===== src/sv/mbrb_pkg.sv =====
`timescale 1ns / 1ps
// ----------------------------------------------------------------------------
// mbrb_pkg
// Shared types, codes and the CRC-16 byte update of the Modbus read bridge.
// ----------------------------------------------------------------------------
package mbrb_pkg;

	// Input operation codes
	localparam logic [1:0] OP_REQUEST  = 2'd0;
	localparam logic [1:0] OP_RESPONSE = 2'd1;
	localparam logic [1:0] OP_TIMEOUT  = 2'd2;

	// Result kinds
	localparam logic [1:0] KIND_TX     = 2'd0;
	localparam logic [1:0] KIND_DATA   = 2'd1;
	localparam logic [1:0] KIND_STATUS = 2'd2;

	// Status codes
	localparam logic [1:0] ST_OK      = 2'd0;
	localparam logic [1:0] ST_CRC     = 2'd1;
	localparam logic [1:0] ST_COUNT   = 2'd2;
	localparam logic [1:0] ST_TIMEOUT = 2'd3;

	// CRC and framing constants
	localparam logic [15:0] CRC_INIT     = 16'hFFFF;
	localparam logic [15:0] CRC_POLY     = 16'hA001;
	localparam logic [6:0]  MAX_COUNT_RST = 7'd120;
	localparam logic [6:0]  COUNT_CAP    = 7'd125;
	localparam logic [7:0]  RESP_OVERHEAD = 8'd5;
	localparam logic [7:0]  DATA_OFFSET  = 8'd3;

	// Most results caused by one input item
	localparam int unsigned MAX_RESULTS = 4;

	typedef enum logic [1:0] {
		PH_IDLE = 2'b01,
		PH_WAIT = 2'b10
	} phase_t;

	typedef struct packed {
		logic [1:0] kind;
		logic [7:0] value;
		logic [1:0] status;
	} result_t;

	// All results of one input item
	typedef struct packed {
		logic [2:0]                    count;
		result_t [MAX_RESULTS-1:0]     slot;
	} bundle_t;

	// Reflected CRC-16 update over one byte
	function automatic logic [15:0] crc_feed(input logic [15:0] crc, input logic [7:0] b);
		logic [15:0] c;
		c = crc ^ {8'd0, b};
		for (int i = 0; i < 8; i++) begin
			if (c[0]) begin
				c = (c >> 1) ^ CRC_POLY;
			end else begin
				c = c >> 1;
			end
		end
		return c;
	endfunction

endpackage


===== src/sv/mbrb_in_if.sv =====
`timescale 1ns / 1ps
// ----------------------------------------------------------------------------
// mbrb_in_if
// Input item channel: request bytes, response bytes and timeout events.
// ----------------------------------------------------------------------------
interface mbrb_in_if;
	logic       valid;
	logic       ready;
	logic [1:0] operation;
	logic [7:0] data_byte;
	logic       last_request_byte;

	modport source (output valid, output operation, output data_byte,
		output last_request_byte, input ready);
	modport sink (input valid, input operation, input data_byte,
		input last_request_byte, output ready);
endinterface


===== src/sv/mbrb_out_if.sv =====
`timescale 1ns / 1ps
// ----------------------------------------------------------------------------
// mbrb_out_if
// Result channel: transmit bytes, response data bytes and status.
// ----------------------------------------------------------------------------
interface mbrb_out_if;
	logic       valid;
	logic       ready;
	logic [1:0] result_kind;
	logic [7:0] byte_value;
	logic [1:0] status_code;
	logic       run_last;

	modport source (output valid, output result_kind, output byte_value,
		output status_code, output run_last, input ready);
	modport sink (input valid, input result_kind, input byte_value,
		input status_code, input run_last, output ready);
endinterface


===== src/sv/mbrb_result_queue.sv =====
`timescale 1ns / 1ps
// ----------------------------------------------------------------------------
// mbrb_result_queue
// Holds the results of one input item and hands them out one per transfer.
// ----------------------------------------------------------------------------
module mbrb_result_queue (
	input  logic              clk,
	input  logic              arst_n,
	input  logic              load,
	input  mbrb_pkg::bundle_t bundle,
	output logic              can_load,
	mbrb_out_if.source        result
);
	import mbrb_pkg::*;

	logic [2:0]                rem_q;
	logic [1:0]                rd_q;
	result_t [MAX_RESULTS-1:0] slot_q;
	result_t                   head;

	// Room for a new bundle once the last held result goes out
	assign can_load = (rem_q == 3'd0) || ((rem_q == 3'd1) && result.ready);

	// Remaining count and read pointer
	always_ff @(posedge clk or negedge arst_n) begin
		if (!arst_n) begin
			rem_q <= 3'd0;
			rd_q  <= 2'd0;
		end else if (load) begin
			rem_q <= bundle.count;
			rd_q  <= 2'd0;
		end else if (result.valid && result.ready) begin
			rem_q <= rem_q - 3'd1;
			rd_q  <= rd_q + 2'd1;
		end
	end

	// Result slots
	always_ff @(posedge clk) begin
		if (load) begin
			slot_q <= bundle.slot;
		end
	end

	assign head               = slot_q[rd_q];
	assign result.valid       = (rem_q != 3'd0);
	assign result.result_kind = head.kind;
	assign result.byte_value  = head.value;
	assign result.status_code = head.status;
	assign result.run_last    = (rem_q == 3'd1);

endmodule


===== src/sv/modbus_rtu_read_bridge.sv =====
`timescale 1ns / 1ps
// ----------------------------------------------------------------------------
// modbus_rtu_read_bridge
// Frames a Modbus RTU read request with CRC-16, checks the response and
// forwards its data bytes, closing each exchange with a status result.
// ----------------------------------------------------------------------------
//  channel   dir  handshake             payload
//  item      in   valid/ready           operation, data_byte, last_request_byte
//  result    out  valid/ready           result_kind, byte_value, status_code,
//                                       run_last
//  config    in   wr_en (no wait)       wr_data = max_register_count
//
// An item is processed in the cycle of its transfer; its results (0 to 4) are
// registered and leave one per cycle while result.ready is high, the first on
// the next cycle. A new item is taken as the last held result transfers, so
// single-result items run at one per cycle while no result stalls.
// Reset returns to idle with max_register_count = 120.
// A stalled result holds the item channel until it transfers.
// ----------------------------------------------------------------------------
module modbus_rtu_read_bridge #(
	parameter int unsigned MAX_REQUEST_BYTES = 254
) (
	input  logic       clk,
	input  logic       arst_n,
	mbrb_in_if.sink    item,
	mbrb_out_if.source result,
	input  logic       wr_en,
	input  logic [6:0] wr_data
);
	import mbrb_pkg::*;

	localparam int unsigned IDX_W = $clog2(MAX_REQUEST_BYTES);
	localparam logic [IDX_W-1:0] LAST_IDX = IDX_W'(MAX_REQUEST_BYTES - 1);

	phase_t           phase_q,    phase_d;
	logic [IDX_W-1:0] req_idx_q,  req_idx_d;
	logic [15:0]      req_crc_q,  req_crc_d;
	logic [15:0]      reg_cnt_q,  reg_cnt_d;
	logic [7:0]       rsp_idx_q,  rsp_idx_d;
	logic [7:0]       rsp_len_q,  rsp_len_d;
	logic [15:0]      rsp_crc_q,  rsp_crc_d;
	logic [7:0]       rx_low_q,   rx_low_d;
	logic [6:0]       max_cnt_q;

	logic        accept;
	logic        can_load;
	logic [6:0]  limit;
	logic [15:0] req_crc_new;
	logic        last_eff;
	logic        bad_count;
	logic [8:0]  rsp_pos;
	bundle_t     bundle;

	assign accept     = item.valid && item.ready;
	assign item.ready = can_load;

	// Register limit, capped
	assign limit = (max_cnt_q > COUNT_CAP) ? COUNT_CAP : max_cnt_q;

	always_ff @(posedge clk or negedge arst_n) begin
		if (!arst_n) begin
			max_cnt_q <= MAX_COUNT_RST;
		end else if (wr_en) begin
			max_cnt_q <= wr_data;
		end
	end

	assign req_crc_new = crc_feed(req_crc_q, item.data_byte);
	assign rsp_pos     = {1'b0, rsp_idx_q} + 9'd2;

	// Next state and results of the item in transfer
	always_comb begin
		phase_d   = phase_q;
		req_idx_d = req_idx_q;
		req_crc_d = req_crc_q;
		reg_cnt_d = reg_cnt_q;
		rsp_idx_d = rsp_idx_q;
		rsp_len_d = rsp_len_q;
		rsp_crc_d = rsp_crc_q;
		rx_low_d  = rx_low_q;
		bundle    = '0;
		last_eff  = 1'b0;
		bad_count = 1'b0;

		case (item.operation)
			OP_REQUEST: begin
				if (phase_q == PH_IDLE) begin
					bundle.slot[0] = '{kind: KIND_TX, value: item.data_byte, status: ST_OK};
					bundle.count   = 3'd1;
					req_crc_d      = req_crc_new;
					if (req_idx_q == IDX_W'(4)) begin
						reg_cnt_d = {item.data_byte, reg_cnt_q[7:0]};
					end else if (req_idx_q == IDX_W'(5)) begin
						reg_cnt_d = {reg_cnt_q[15:8], item.data_byte};
					end
					last_eff = item.last_request_byte || (req_idx_q == LAST_IDX);
					if (!last_eff) begin
						req_idx_d = req_idx_q + IDX_W'(1);
					end else begin
						bundle.slot[1] = '{kind: KIND_TX, value: req_crc_new[7:0],
							status: ST_OK};
						bundle.slot[2] = '{kind: KIND_TX, value: req_crc_new[15:8],
							status: ST_OK};
						bundle.count   = 3'd3;
						bad_count = (req_idx_q < IDX_W'(5)) || (reg_cnt_d == 16'd0) ||
							(reg_cnt_d > {9'd0, limit});
						if (bad_count) begin
							bundle.slot[3] = '{kind: KIND_STATUS, value: 8'd0,
								status: ST_COUNT};
							bundle.count   = 3'd4;
							phase_d   = PH_IDLE;
							req_idx_d = '0;
							req_crc_d = CRC_INIT;
							reg_cnt_d = 16'd0;
							rsp_idx_d = 8'd0;
							rsp_len_d = 8'd0;
							rsp_crc_d = CRC_INIT;
							rx_low_d  = 8'd0;
						end else begin
							phase_d   = PH_WAIT;
							rsp_idx_d = 8'd0;
							rsp_crc_d = CRC_INIT;
							rx_low_d  = 8'd0;
							rsp_len_d = {reg_cnt_d[6:0], 1'b0} + RESP_OVERHEAD;
						end
					end
				end
			end
			OP_RESPONSE: begin
				if (phase_q == PH_WAIT) begin
					if (rsp_pos < {1'b0, rsp_len_q}) begin
						// Header or data byte
						rsp_crc_d = crc_feed(rsp_crc_q, item.data_byte);
						if (rsp_idx_q >= DATA_OFFSET) begin
							bundle.slot[0] = '{kind: KIND_DATA, value: item.data_byte,
								status: ST_OK};
							bundle.count   = 3'd1;
						end
						rsp_idx_d = rsp_idx_q + 8'd1;
					end else if (rsp_pos == {1'b0, rsp_len_q}) begin
						// CRC low byte
						rx_low_d  = item.data_byte;
						rsp_idx_d = rsp_idx_q + 8'd1;
					end else begin
						// CRC high byte closes the exchange
						bundle.slot[0] = '{kind: KIND_STATUS, value: 8'd0,
							status: ({item.data_byte, rx_low_q} == rsp_crc_q) ? ST_OK : ST_CRC};
						bundle.count   = 3'd1;
						phase_d   = PH_IDLE;
						req_idx_d = '0;
						req_crc_d = CRC_INIT;
						reg_cnt_d = 16'd0;
						rsp_idx_d = 8'd0;
						rsp_len_d = 8'd0;
						rsp_crc_d = CRC_INIT;
						rx_low_d  = 8'd0;
					end
				end
			end
			OP_TIMEOUT: begin
				if (phase_q == PH_WAIT) begin
					bundle.slot[0] = '{kind: KIND_STATUS, value: 8'd0, status: ST_TIMEOUT};
					bundle.count   = 3'd1;
					phase_d   = PH_IDLE;
					req_idx_d = '0;
					req_crc_d = CRC_INIT;
					reg_cnt_d = 16'd0;
					rsp_idx_d = 8'd0;
					rsp_len_d = 8'd0;
					rsp_crc_d = CRC_INIT;
					rx_low_d  = 8'd0;
				end
			end
			default: begin
				// unused operation code: no effect
			end
		endcase
	end

	// Exchange state
	always_ff @(posedge clk or negedge arst_n) begin
		if (!arst_n) begin
			phase_q   <= PH_IDLE;
			req_idx_q <= '0;
			req_crc_q <= CRC_INIT;
			reg_cnt_q <= 16'd0;
			rsp_idx_q <= 8'd0;
			rsp_len_q <= 8'd0;
			rsp_crc_q <= CRC_INIT;
			rx_low_q  <= 8'd0;
		end else if (accept) begin
			phase_q   <= phase_d;
			req_idx_q <= req_idx_d;
			req_crc_q <= req_crc_d;
			reg_cnt_q <= reg_cnt_d;
			rsp_idx_q <= rsp_idx_d;
			rsp_len_q <= rsp_len_d;
			rsp_crc_q <= rsp_crc_d;
			rx_low_q  <= rx_low_d;
		end
	end

	mbrb_result_queue u_queue (
		.clk      (clk),
		.arst_n   (arst_n),
		.load     (accept),
		.bundle   (bundle),
		.can_load (can_load),
		.result   (result)
	);

endmodule


===== src/flat_wrapper.sv =====
// flat-port wrapper written by rule: the top's interface ports become plain ports
module modbus_rtu_read_bridge_flat import mbrb_pkg::*;
#(
	parameter int unsigned MAX_REQUEST_BYTES = 254
)
  (clk, arst_n, wr_en, wr_data, item_valid, item_operation, item_data_byte, item_last_request_byte, item_ready, result_valid, result_result_kind, result_byte_value, result_status_code, result_run_last, result_ready);
  mbrb_in_if item_i ();
  mbrb_out_if result_i ();
  input  logic clk;
  input  logic arst_n;
  input  logic wr_en;
  input  logic [6:0] wr_data;
  input wire logic [$bits(item_i.valid)-1:0] item_valid;
  input wire logic [$bits(item_i.operation)-1:0] item_operation;
  input wire logic [$bits(item_i.data_byte)-1:0] item_data_byte;
  input wire logic [$bits(item_i.last_request_byte)-1:0] item_last_request_byte;
  output wire logic [$bits(item_i.ready)-1:0] item_ready;
  output wire logic [$bits(result_i.valid)-1:0] result_valid;
  output wire logic [$bits(result_i.result_kind)-1:0] result_result_kind;
  output wire logic [$bits(result_i.byte_value)-1:0] result_byte_value;
  output wire logic [$bits(result_i.status_code)-1:0] result_status_code;
  output wire logic [$bits(result_i.run_last)-1:0] result_run_last;
  input wire logic [$bits(result_i.ready)-1:0] result_ready;
  assign item_i.valid = item_valid;
  assign item_i.operation = item_operation;
  assign item_i.data_byte = item_data_byte;
  assign item_i.last_request_byte = item_last_request_byte;
  assign item_ready = item_i.ready;
  assign result_valid = result_i.valid;
  assign result_result_kind = result_i.result_kind;
  assign result_byte_value = result_i.byte_value;
  assign result_status_code = result_i.status_code;
  assign result_run_last = result_i.run_last;
  assign result_i.ready = result_ready;
  modbus_rtu_read_bridge #(.MAX_REQUEST_BYTES(MAX_REQUEST_BYTES)) u_core (.clk(clk), .arst_n(arst_n), .item(item_i), .result(result_i), .wr_en(wr_en), .wr_data(wr_data));
endmodule

===== config.mk =====
export PLATFORM = sky130hd
export DESIGN_NAME = modbus_rtu_read_bridge_flat
export DESIGN_NICKNAME = d
export VERILOG_FILES = /design/src/sv/mbrb_pkg.sv /design/src/sv/mbrb_in_if.sv /design/src/sv/mbrb_out_if.sv /design/src/sv/mbrb_result_queue.sv /design/src/sv/modbus_rtu_read_bridge.sv /design/src/flat_wrapper.sv
export SDC_FILE = /design/constraint.sdc
export NUM_CORES = 1
export LEC_CHECK = 0
export CELL_PAD_IN_SITES_DETAIL_PLACEMENT = 0
export CELL_PAD_IN_SITES_GLOBAL_PLACEMENT = 1
export CORE_ASPECT_RATIO = 1.2
export CORE_MARGIN = 2
export CORE_UTILIZATION = 48
export CTS_BUF_LIST = sky130_fd_sc_hd__clkbuf_8
export CTS_CLUSTER_SIZE = 28
export DETAILED_ROUTE_END_ITERATION = 10
export DONT_BUFFER_PORTS = 1
export PLACE_DENSITY = 0.77
export REMOVE_ABC_BUFFERS = 1
export SLEW_MARGIN = 40
export SYNTH_ARGS = -nofsm -noshare
export SYNTH_HDL_FRONTEND = slang
export SYNTH_HIERARCHICAL = 1
export SYNTH_SLANG_ARGS = --single-unit

===== constraint.sdc =====
create_clock -name clk -period 3.8 [get_ports clk]
set_input_delay 0.19 -clock clk [delete_from_list [all_inputs] [get_ports clk]]
set_output_delay 0.19 -clock clk [all_outputs]
set_load 0.05 [all_outputs]

==> impl_metrics.tcl, run 1 <==
set metrics [dict create \
    finalNonFillerCells 1005 \
    numPortBuffers 0 \
    ir_drop_v 0.000250 \
    die_w_microns 119 \
    clk_pin_slew_ns 0.08 \
    fin_nets 835 \
    synth_cells 732 \
    htree_levels 4 \
    synth_area_sq_um 7660 \
    rows 50 \
    cts.sinks 141 \
    crit_path_max_incr_delay_ns 0.56 \
    critical_path_arrival_ns 4.03 \
    dpl_cell_area_sq_um 8020 \
    cp-start-kind "register" \
    io_pins 38 \
    place_inst 949 \
    layout_setup_ws_ns 0.170 \
    synth_common_cells "nand2_1, xnor2_1, nor2_1" \
    fin_crit_ns 3.63 \
    status "finished, final reports clean" \
    preCtsSetupSlack_ns 0.102 \
    critPathSlowestCell "or4_4" \
    grt_pass1_vias 5572 \
    die_area_sq_um 17000 \
    cts_tree "yes" \
    grt_max_degree 94 \
    maxCapViolations 0 \
    end_kind "register" \
    grt_overflow 0 \
    fin_tns_setup_ns 0 \
    clock_latency_ns 0.46 \
    slew_viol_final 0 \
    synth_top_area_cell "edfxtp_1" \
    wl_microns 17800 \
    hold_violations 0 \
    synth_area_leaders "edfxtp_1, dfrtp_1, dfstp_2, xnor2_1, ha_1" \
    synth_top_area_share_pct 18.8 \
    synth_edf_count 48 \
    drt_iter0_markers 399 \
    dr_total_vias 5595 \
    wl_per_cell_microns 17.7 \
    avgSynthCellArea_sq_um 10.5 \
    cts_buffers 17 \
    layout-drive-gt1-share_pct 17.4 \
    clock_path_buffers 2 \
    clock.fmax_mhz 275 \
    crit_top_cell "buf_4" \
    crit_type "register to register" \
    grt_pass1_wl_microns 28500 \
    yosys_warnings 6 \
    total_power_mw 6.36 \
    place.gp.congestion 0.860 \
    synthArstFlopShare_pct 66.0 \
    powerDensity_nw_per_um2 733 \
    grtUsageTotal_pct 22.0 \
    drt_pass1_iterations 5 \
    fin_crit_sh_pct 95.5 \
    diodes 0 \
    worstPathMaxFanout 8 \
    ys_ff_latch 141 \
    tightest_slew_ns 0.747 \
    slew_headroom_pct 50.1 \
    antenna_found_initial 0 \
    yosysMostFrequentCell "nand2_1" \
    cp.required_ns 4.20 \
    drc 0 \
    vias_per_cell 5.57 \
    whs_ns 0.0219 \
    hpwl_microns 12300 \
    setup_viol 0 \
    leakage_nw 3.54 \
    ys_seq_area_share_pct 49.8 \
    finish.utilization_pct 55.5 \
    hold_path_class "primary input to register" \
    final_antenna_net_count 0 \
    dieHeight_microns 142 \
    cts.root.buffer_cell "clkbuf_8" \
    post-route-cell-area_sq_um 8680 \
    critical_path.cell_chain "or4_4, nor4_2, buf_4, mux2i_1, inv_1, ha_1, nand4_1, or2_2, o21ai_0, buf_4, a41oi_4, buf_4, o21ai_4, a22o_1" \
    yosysUniqueCellTypes 62 \
    start_util_pct 49.0 \
    core-area_sq_um 15600 \
    synth-main-ff-cell "dfrtp_1" \
    final.setup_skew_ns 0.0149 \
    area_growth_pct 13.2 \
]
-- cell type report --
type | count | area, sq um
sequential | 141 | 3820
multi-input combinational | 535 | 3610
clock inverter | 15 | 171
timing repair buffer | 50 | 440
tap | 208 | 260
clock buffer | 17 | 234
fill | 1383 | 6960
inverter | 39 | 146
-- what timing repair did --
item / in CTS / in global routing
hold buffers: 19 / 0
setup endpoints to repair: 0 / 31
setup buffers: 0 / 5
gates resized for setup: 0 / 1
hold endpoints to repair: 128 / 0
-- report_power, final --
| part | internal, mW | switching (mW) | total, mW |
|---|---|---|---|
| combinational | 1.04 | 1.65 | 2.69 |
| clock | 0.553 | 0.668 | 1.22 |
| sequential | 2.10 | 0.352 | 2.45 |
| total | 3.69 | 2.67 | 6.36 |
-- placed cells by master, fill, tap and decap left out, types with 5 or more instances in the layout --
cell type and n:
a21oi_1 33, a22o_1 8, a31oi_1 17, and2_1 15, and3_1 7, buf_4 31
clkbuf_8 17, conb_1 18, dfrtp_1 55, dfstp_2 37, dlygate4sd3_1 18, edfxtp_1 48
ha_1 28, inv_1 38, inv_6 6, mux2i_1 8, mux4_1 5, mux4_2 7
nand2_1 86, nand2b_1 7, nand3_1 36, nand4_1 9, nor2_1 56, nor2b_1 5
nor3_1 15, nor4_1 6, o21ai_0 30, o21ai_1 6, o21ai_2 5, o22a_1 7
or2_2 5, xnor2_1 59, xor2_1 15
-- critical path, delay by kind of cell (launching register included) --
kind,cells,cell delay [ns]
fa+ha+maj,1,0.33
buf+inv,4,0.71
compound gates,4,0.64
simple gates,4,1.21
mux,1,0.25
flops,1,0.43
-- final timing paths --
kind / start / endpoint / slack, ns / cells past startpoint
worst max-delay path: u_core/req_idx_q[3]$_DFFE_PN0P_ / u_core/reg_cnt_q[9]$_DFFE_PN0P_ / 0.17 / 14
worst min-delay path: item_data_byte[7] / u_core/reg_cnt_q[7]$_DFFE_PN0P_ / 0.02 / 3
worst max register to register: u_core/req_idx_q[3]$_DFFE_PN0P_ / u_core/reg_cnt_q[9]$_DFFE_PN0P_ / 0.17 / 14
worst min register to register: u_core/req_crc_q[5]$_DFFE_PN1P_ / u_core/req_crc_q[5]$_DFFE_PN1P_ / 0.48 / 2
max in group asynchronous: arst_n / u_core/rsp_crc_q[9]$_DFFE_PN1P_ / 3.11 / 2
min in group asynchronous: arst_n / u_core/rsp_idx_q[0]$_DFFE_PN0P_ / 0.27 / 2
-- kinds of logic after synthesis --
| kind of cell | Yosys count | share of synthesized area (%) |
|---|---|---|
| other | 1 | 0.0489 |
| flip-flops | 141 | 49.8 |
| multiplexers | 24 | 5.40 |
| adder cells (fa/ha/maj) | 28 | 4.57 |
| AO/OA/AOI/OAI | 128 | 11.2 |
| AND/OR/NAND/NOR | 263 | 16.4 |
| buffers and inverters | 73 | 4.15 |
| XOR/XNOR | 74 | 8.46 |
-- state kept, by name (all words and copies together) (netlist names) --
| signal | count |
|---|---|
| u_core/rsp_crc_q | 16 |
| u_core/u_queue/slot_q | 48 |
| u_core/u_queue/rd_q | 2 |
| u_core/reg_cnt_q | 16 |
| u_core/phase_q | 1 |
| u_core/rsp_len_q | 8 |
| u_core/req_idx_q | 8 |
| u_core/rsp_idx_q | 8 |
| u_core/rx_low_q | 8 |
| u_core/req_crc_q | 16 |
| u_core/u_queue/rem_q | 3 |
| u_core/max_cnt_q | 7 |
-- per-layer routing --
metal | vias up | wire length, microns | GRT usage [%]
met4 | 0 | 563 | 9.54
met5 | - | 0 | 0
met3 | 34 | 921 | 5.45
met1 | 2744 | 7340 | 26.2
met2 | 157 | 8970 | 37.9
li1 | 2660 | - | -
No activity file was read; power rests on OpenSTA's default activity.
==> run 2, diff against run 1 <==
--- a/config.mk
+++ b/config.mk
@@ -14,6 +14,7 @@
 export CTS_CLUSTER_SIZE = 28
 export DETAILED_ROUTE_END_ITERATION = 10
 export DONT_BUFFER_PORTS = 1
+export GPL_TIMING_DRIVEN = 0
 export PLACE_DENSITY = 0.77
 export REMOVE_ABC_BUFFERS = 1
 export SLEW_MARGIN = 40
==> impl_metrics.tcl, run 2 (synthesis results as in run 1) <==
set metrics [dict create \
    setup_viol 0 \
    hold_violations 0 \
    wl_microns 17200 \
    drc 0 \
    rows 50 \
    crit_path_max_incr_delay_ns 0.59 \
    cp.required_ns 4.19 \
    critical_path.cell_chain "or4_4, nor4_4, buf_6, clkbuf_4, mux2i_4, inv_2, ha_4, nand4_1, or2_2, o21ai_2, buf_4, a41oi_4, buf_12, o21ai_4, a22o_1" \
    leakage_nw 3.46 \
    critical_path_arrival_ns 4.06 \
    grt_pass1_wl_microns 28800 \
    cts_buffers 17 \
    ff2ff_path_depth 15 \
    die_w_microns 119 \
    worstPathMaxFanout 8 \
    clock.fmax_mhz 273 \
    hold_path_class "primary input to register" \
    slew_viol_final 0 \
    p_sw_mw 2.62 \
    crit_type "register to register" \
    final_cell_mix "nand2_1, xnor2_1, nor2_1" \
    htree_levels 4 \
    antenna_found_initial 0 \
    clock_path_buffers 2 \
    status "finished, final reports clean" \
    largest-register "u_core/u_queue/slot_q" \
    grtUsageTotal_pct 21.9 \
    internal-power_mw 3.73 \
    pwr-share-clk_pct 18.4 \
    largest_reg_flops 48 \
    p_comb_share_pct 43.0 \
    powerDensity_nw_per_um2 728 \
    vias_per_cell 5.54 \
    grt_pass1_vias 5632 \
    io_pins 38 \
    diodes 0 \
    start_util_pct 49.0 \
    final_antenna_net_count 0 \
    swShare_pct 41.2 \
    preCtsSetupSlack_ns -0.892 \
    dieHeight_microns 142 \
    tightest_slew_ns 0.833 \
    grt_overflow 0 \
    fin_nets 816 \
    numPortBuffers 0 \
    fin_crit_ns 3.67 \
    place.gp.congestion 0.838 \
    area_growth_pct 13.6 \
    layout_commonest_cell "nand2_1" \
    maxCapViolations 0 \
    slew_headroom_pct 43.9 \
    clock_latency_ns 0.46 \
    min_path_cells 2 \
    cts_tree "yes" \
    grt_max_degree 94 \
    total_power_mw 6.34 \
    ir_drop_v 0.000314 \
    dr_total_vias 5457 \
    p_seq_share_pct 38.6 \
    drt_pass1_iterations 5 \
    clk_pin_slew_ns 0.08 \
    critPathSlowestCell "or4_4" \
    num-fill-cells 1374 \
    fin_crit_sh_pct 96.5 \
    hpwl_microns 11600 \
    core-area_sq_um 15600 \
    final.setup_skew_ns 0.00740 \
    die_area_sq_um 17000 \
    cp-start-kind "register" \
    layout-drive-gt1-share_pct 17.6 \
    wl_per_cell_microns 17.5 \
    end_kind "register" \
    drt_iter0_markers 449 \
    fin_tns_setup_ns 0 \
    cts.root.buffer_cell "clkbuf_8" \
    cts.sinks 141 \
    layout_setup_ws_ns 0.135 \
]
[run 2: cell count changes in the layout (fill, tap and decap cells not counted), moves of 3 or more]
cell / delta
inv_8: -3
inv_6: -4
mux2i_1: -4
buf_4: -25
a21oi_1: -4
[run 2: through the flow]
stage               area [sq um]  utilization, %  cells  hold slack [ns]
finish                      8710            55.7    985          0.00816
global route                8710            55.7    985          0.00970
CTS                         8580            54.8    981          0.00187
detailed placement          7930            50.7    928           -0.101
global placement            7820            50.0    923           -0.100
floorplan                   7560               -    715           -0.106
[run 2: power by group through the flow]
stage	sequential [mW]	combinational (mW)	clock (mW)
after floorplan	2.38	2.13	0
after global placement	2.46	2.46	0
after detailed placement	2.48	2.60	0
after CTS	2.45	2.68	1.20
after global routing	2.51	2.99	1.26
final	2.45	2.73	1.16
[run 2: path summary, 6_finish.rpt]
path                                                       from                            endpoint  slack (ns)
worst max-delay path            u_core/req_idx_q[4]$_DFFE_PN0P_    u_core/reg_cnt_q[10]$_DFFE_PN0P_        0.13
worst min-delay path                          item_data_byte[0]     u_core/rsp_len_q[1]$_DFFE_PN0P_       0.008
worst max register to register  u_core/req_idx_q[4]$_DFFE_PN0P_    u_core/reg_cnt_q[10]$_DFFE_PN0P_        0.13
worst min register to register  u_core/req_crc_q[5]$_DFFE_PN1P_     u_core/req_crc_q[5]$_DFFE_PN1P_        0.47
max in group asynchronous                                arst_n  u_core/u_queue/rd_q[0]$_DFFE_PN0P_        3.10
min in group asynchronous                                arst_n     u_core/rsp_idx_q[6]$_DFFE_PN0P_        0.29
[run 2: what timing repair did]
| item | 4_1_cts | 5_1_grt |
|---|---|---|
| pin swaps | 2 | 5 |
| setup endpoints to repair | 71 | 63 |
| buffers inserted | 3 | 3 |
| resized for setup | 9 | 18 |
| hold buffers | 19 | 1 |
| hold endpoints to repair | 128 | 1 |
[run 2: layout make-up]
class	instances	area (sq um)	share of cell area, %
Clock buffer	17	234	2.69
Clock inverter	14	145	1.67
Inverter	39	149	1.71
Multi-Input combinational cell	535	3750	43.1
Sequential cell	141	3820	43.8
Tap cell	208	260	2.99
Timing Repair Buffer	31	349	4.01
[run 2: worst max-delay path, delay by kind of cell (launching register included)]
family	cells	cell delay (ns)
simple gates	4	1.19
buf+inv	5	0.81
fa+ha+maj	1	0.28
mux	1	0.27
flops	1	0.44
compound gates	4	0.61
[run 2: routing by layer]
layer	vias up	routed length, microns	part of all wire (%)	global-route usage [%]
met5	-	0	0	0
met4	0	444	2.6	9.16
met3	37	869	5.0	4.73
met2	140	8740	51	37.6
met1	2667	7170	42	26.7
li1	2613	-	-	-
==> run 3, diff against run 2 <==
--- a/config.mk
+++ b/config.mk
@@ -9,16 +9,15 @@
 export CELL_PAD_IN_SITES_GLOBAL_PLACEMENT = 1
 export CORE_ASPECT_RATIO = 1.2
 export CORE_MARGIN = 2
-export CORE_UTILIZATION = 48
+export CORE_UTILIZATION = 47
 export CTS_BUF_LIST = sky130_fd_sc_hd__clkbuf_8
 export CTS_CLUSTER_SIZE = 28
 export DETAILED_ROUTE_END_ITERATION = 10
 export DONT_BUFFER_PORTS = 1
 export GPL_TIMING_DRIVEN = 0
-export PLACE_DENSITY = 0.77
+export PLACE_DENSITY = 0.76
 export REMOVE_ABC_BUFFERS = 1
 export SLEW_MARGIN = 40
 export SYNTH_ARGS = -nofsm -noshare
 export SYNTH_HDL_FRONTEND = slang
-export SYNTH_HIERARCHICAL = 1
 export SYNTH_SLANG_ARGS = --single-unit
==> impl_metrics.tcl, run 3 <==
set metrics [dict create \
    clock_latency_ns 0.46 \
    hpwl_microns 11500 \
    wl_per_cell_microns 17.7 \
    grt_pass1_vias 5345 \
    p_seq_share_pct 39.0 \
    final_antenna_net_count 0 \
    ys_seq_area_share_pct 45.2 \
    cts.root.buffer_cell "clkbuf_8" \
    cts_tree "yes" \
    fin_crit_ns 3.58 \
    area_growth_pct 12.1 \
    start_util_pct 47.9 \
    synth_area_leaders "dfrtp_1, dfstp_2, edfxtp_1, xnor2_1, ha_1" \
    synthArstFlopShare_pct 76.2 \
    status "finished, final reports clean" \
    critical_path_arrival_ns 3.97 \
    critical_path.cell_chain "inv_1, ha_1, and2b_1, nand4_4, buf_12, mux2i_4, inv_1, ha_1, o21a_1, o22ai_1, o22ai_2, o31a_4, nor3_4, a22o_1" \
    internal-power_mw 3.19 \
    crit_type "register to register" \
    post-route-cell-area_sq_um 8040 \
    grt_max_degree 94 \
    drt_iter0_markers 311 \
    cp-start-kind "register" \
    grt_pass1_wl_microns 27500 \
    hold_violations 0 \
    fin_crit_sh_pct 94.3 \
    cp.required_ns 4.19 \
    fin_nets 794 \
    hold_path_class "primary input to register" \
    layout-drive-gt1-share_pct 16.7 \
    pwr-share-clk_pct 22.2 \
    cts.sinks 122 \
    rows 49 \
    yosysUniqueCellTypes 69 \
    clock_path_buffers 2 \
    final.setup_skew_ns 0.0123 \
    synth_common_cells "nand2_1, nor2_1, dfrtp_1" \
    setup_viol 0 \
    cp.buffers_inverters 3 \
    hp-start "item_data_byte[4]" \
    synth_top_area_share_pct 19.5 \
    synth_cells 733 \
    htree_levels 4 \
    r2r-start "u_core.req_idx_q[0]$_DFFE_PN0P_" \
    yosys_warnings 0 \
    total_power_mw 5.31 \
    startpoint "u_core.req_idx_q[0]$_DFFE_PN0P_" \
    dieHeight_microns 139 \
    worstPathMaxFanout 13 \
    ys_ff_latch 122 \
    layout_commonest_cell "nor2_1" \
    rsz0062_at_grt "no" \
    io_pins 38 \
    slew_viol_final 0 \
    dpl_cell_area_sq_um 7320 \
    slew_headroom_pct 54.5 \
    cp_top_family "compound AO/OA/AOI/OAI gates" \
    place.gp.congestion 0.860 \
    antenna_found_initial 0 \
    p_sw_mw 2.12 \
    wl_microns 17000 \
    p_comb_share_pct 38.7 \
    end_kind "register" \
    largest-register "u_core.u_queue.slot_q" \
    grtUsageTotal_pct 21.9 \
    synth_top_area_cell "dfrtp_1" \
    swShare_pct 40.0 \
    diodes 0 \
    largest_reg_flops 29 \
    core-area_sq_um 15000 \
    die_area_sq_um 16300 \
    crit_path_max_incr_delay_ns 0.50 \
    avgSynthCellArea_sq_um 9.78 \
    die_w_microns 117 \
    vias_per_cell 5.56 \
    dr_total_vias 5331 \
    leakage_nw 3.39 \
    synth-main-ff-cell "dfrtp_1" \
    cts_buffers 17 \
    ir_drop_v 0.000276 \
    powerDensity_nw_per_um2 661 \
    drt_pass1_iterations 6 \
    grt_overflow 0 \
    yosysMostFrequentCell "nand2_1" \
    drc 0 \
    critPathSlowestCell "o31a_4" \
    synth_area_sq_um 7170 \
    clock.fmax_mhz 279 \
    tightest_slew_ns 0.673 \
    numPortBuffers 0 \
    clk_pin_slew_ns 0.08 \
    synth_edf_count 29 \
    maxCapViolations 0 \
    final_cell_mix "nor2_1, nand2_1, dfrtp_1" \
]
## run 3: cell types whose count changed after synthesis, moves of 13 or more
cell      before  now
a21oi_1       33    7
edfxtp_1      48   29
nor2_1        57   76
o21ai_0       30   49
nand3_1       36   22
xor2_1        15   29
nor3_1        15   28
## run 3: metrics by stage
step	utilization (%)	TNS, ns	worst slack (ns)	hold WS (ns)	cells
5_1_grt	53.7	0	0.00455	0.0273	959
4_1_cts	53.1	0	0.0515	0.0589	957
6_report	53.7	0	0.218	0.0298	959
3_5_place_dp	48.9	-2.78	-0.204	-0.102	906
3_3_place_gp	48.4	-55.67	-1.09	-0.102	902
2_1_floorplan	-	-0.551	-0.0688	-0.106	698
## run 3: worst paths after layout
path	slack [ns]	to	cells after the start
max	0.22	u_core.reg_cnt_q[15]$_DFFE_PN0P_	14
min	0.03	u_core.reg_cnt_q[4]$_DFFE_PN0P_	2
max reg2reg	0.22	u_core.reg_cnt_q[15]$_DFFE_PN0P_	14
min reg2reg	0.50	u_core.rx_low_q[4]$_DFFE_PN0P_	2
max in group asynchronous	3.08	u_core.req_crc_q[4]$_DFFE_PN1P_	2
min in group asynchronous	0.28	u_core.reg_cnt_q[4]$_DFFE_PN0P_	2
## run 3: power by group through the flow
stage	combinational, mW	clock (mW)	sequential, mW
after floorplan	1.71	0	2.00
after global placement	1.94	0	2.07
after detailed placement	2.00	0	2.10
after CTS	2.06	1.21	2.07
after global routing	2.27	1.26	2.11
final	2.06	1.18	2.07
## run 3: area by class of cell
type	count	area (sq um)
tap	204	255
clock inverter	15	169
fill	1349	6920
sequential	122	3240
timing repair buffer	24	256
clock buffer	17	234
inverter	39	146
multi-input combinational	538	3730
## run 3: what timing repair did
item / in CTS / in global routing
gates resized for setup: 3 / 12
endpoints found under the setup margin: 19 / 31
hold endpoints to repair: 128 / 0
pin swaps: 0 / 2
setup buffers: 0 / 1
gates cloned: 0 / 1
hold buffers: 19 / 0
## run 3: cell families after synthesis
kind of cell    synth area share, %
compound gates                 12.8
xor+xnor                       9.84
fa+ha+maj                      5.06
buf+inv                        4.61
flops                          45.2
mux                            2.98
simple gates                   19.5
## run 3: layer usage
metal	share of wire (%)	wire [microns]	up-vias	global-route usage (%)
li1	-	-	2553	-
met5	0	0	-	0
met4	2.4	411	0	7.86
met1	43	7360	2636	27.8
met3	3.5	586	34	4.22
met2	51	8610	108	36.8
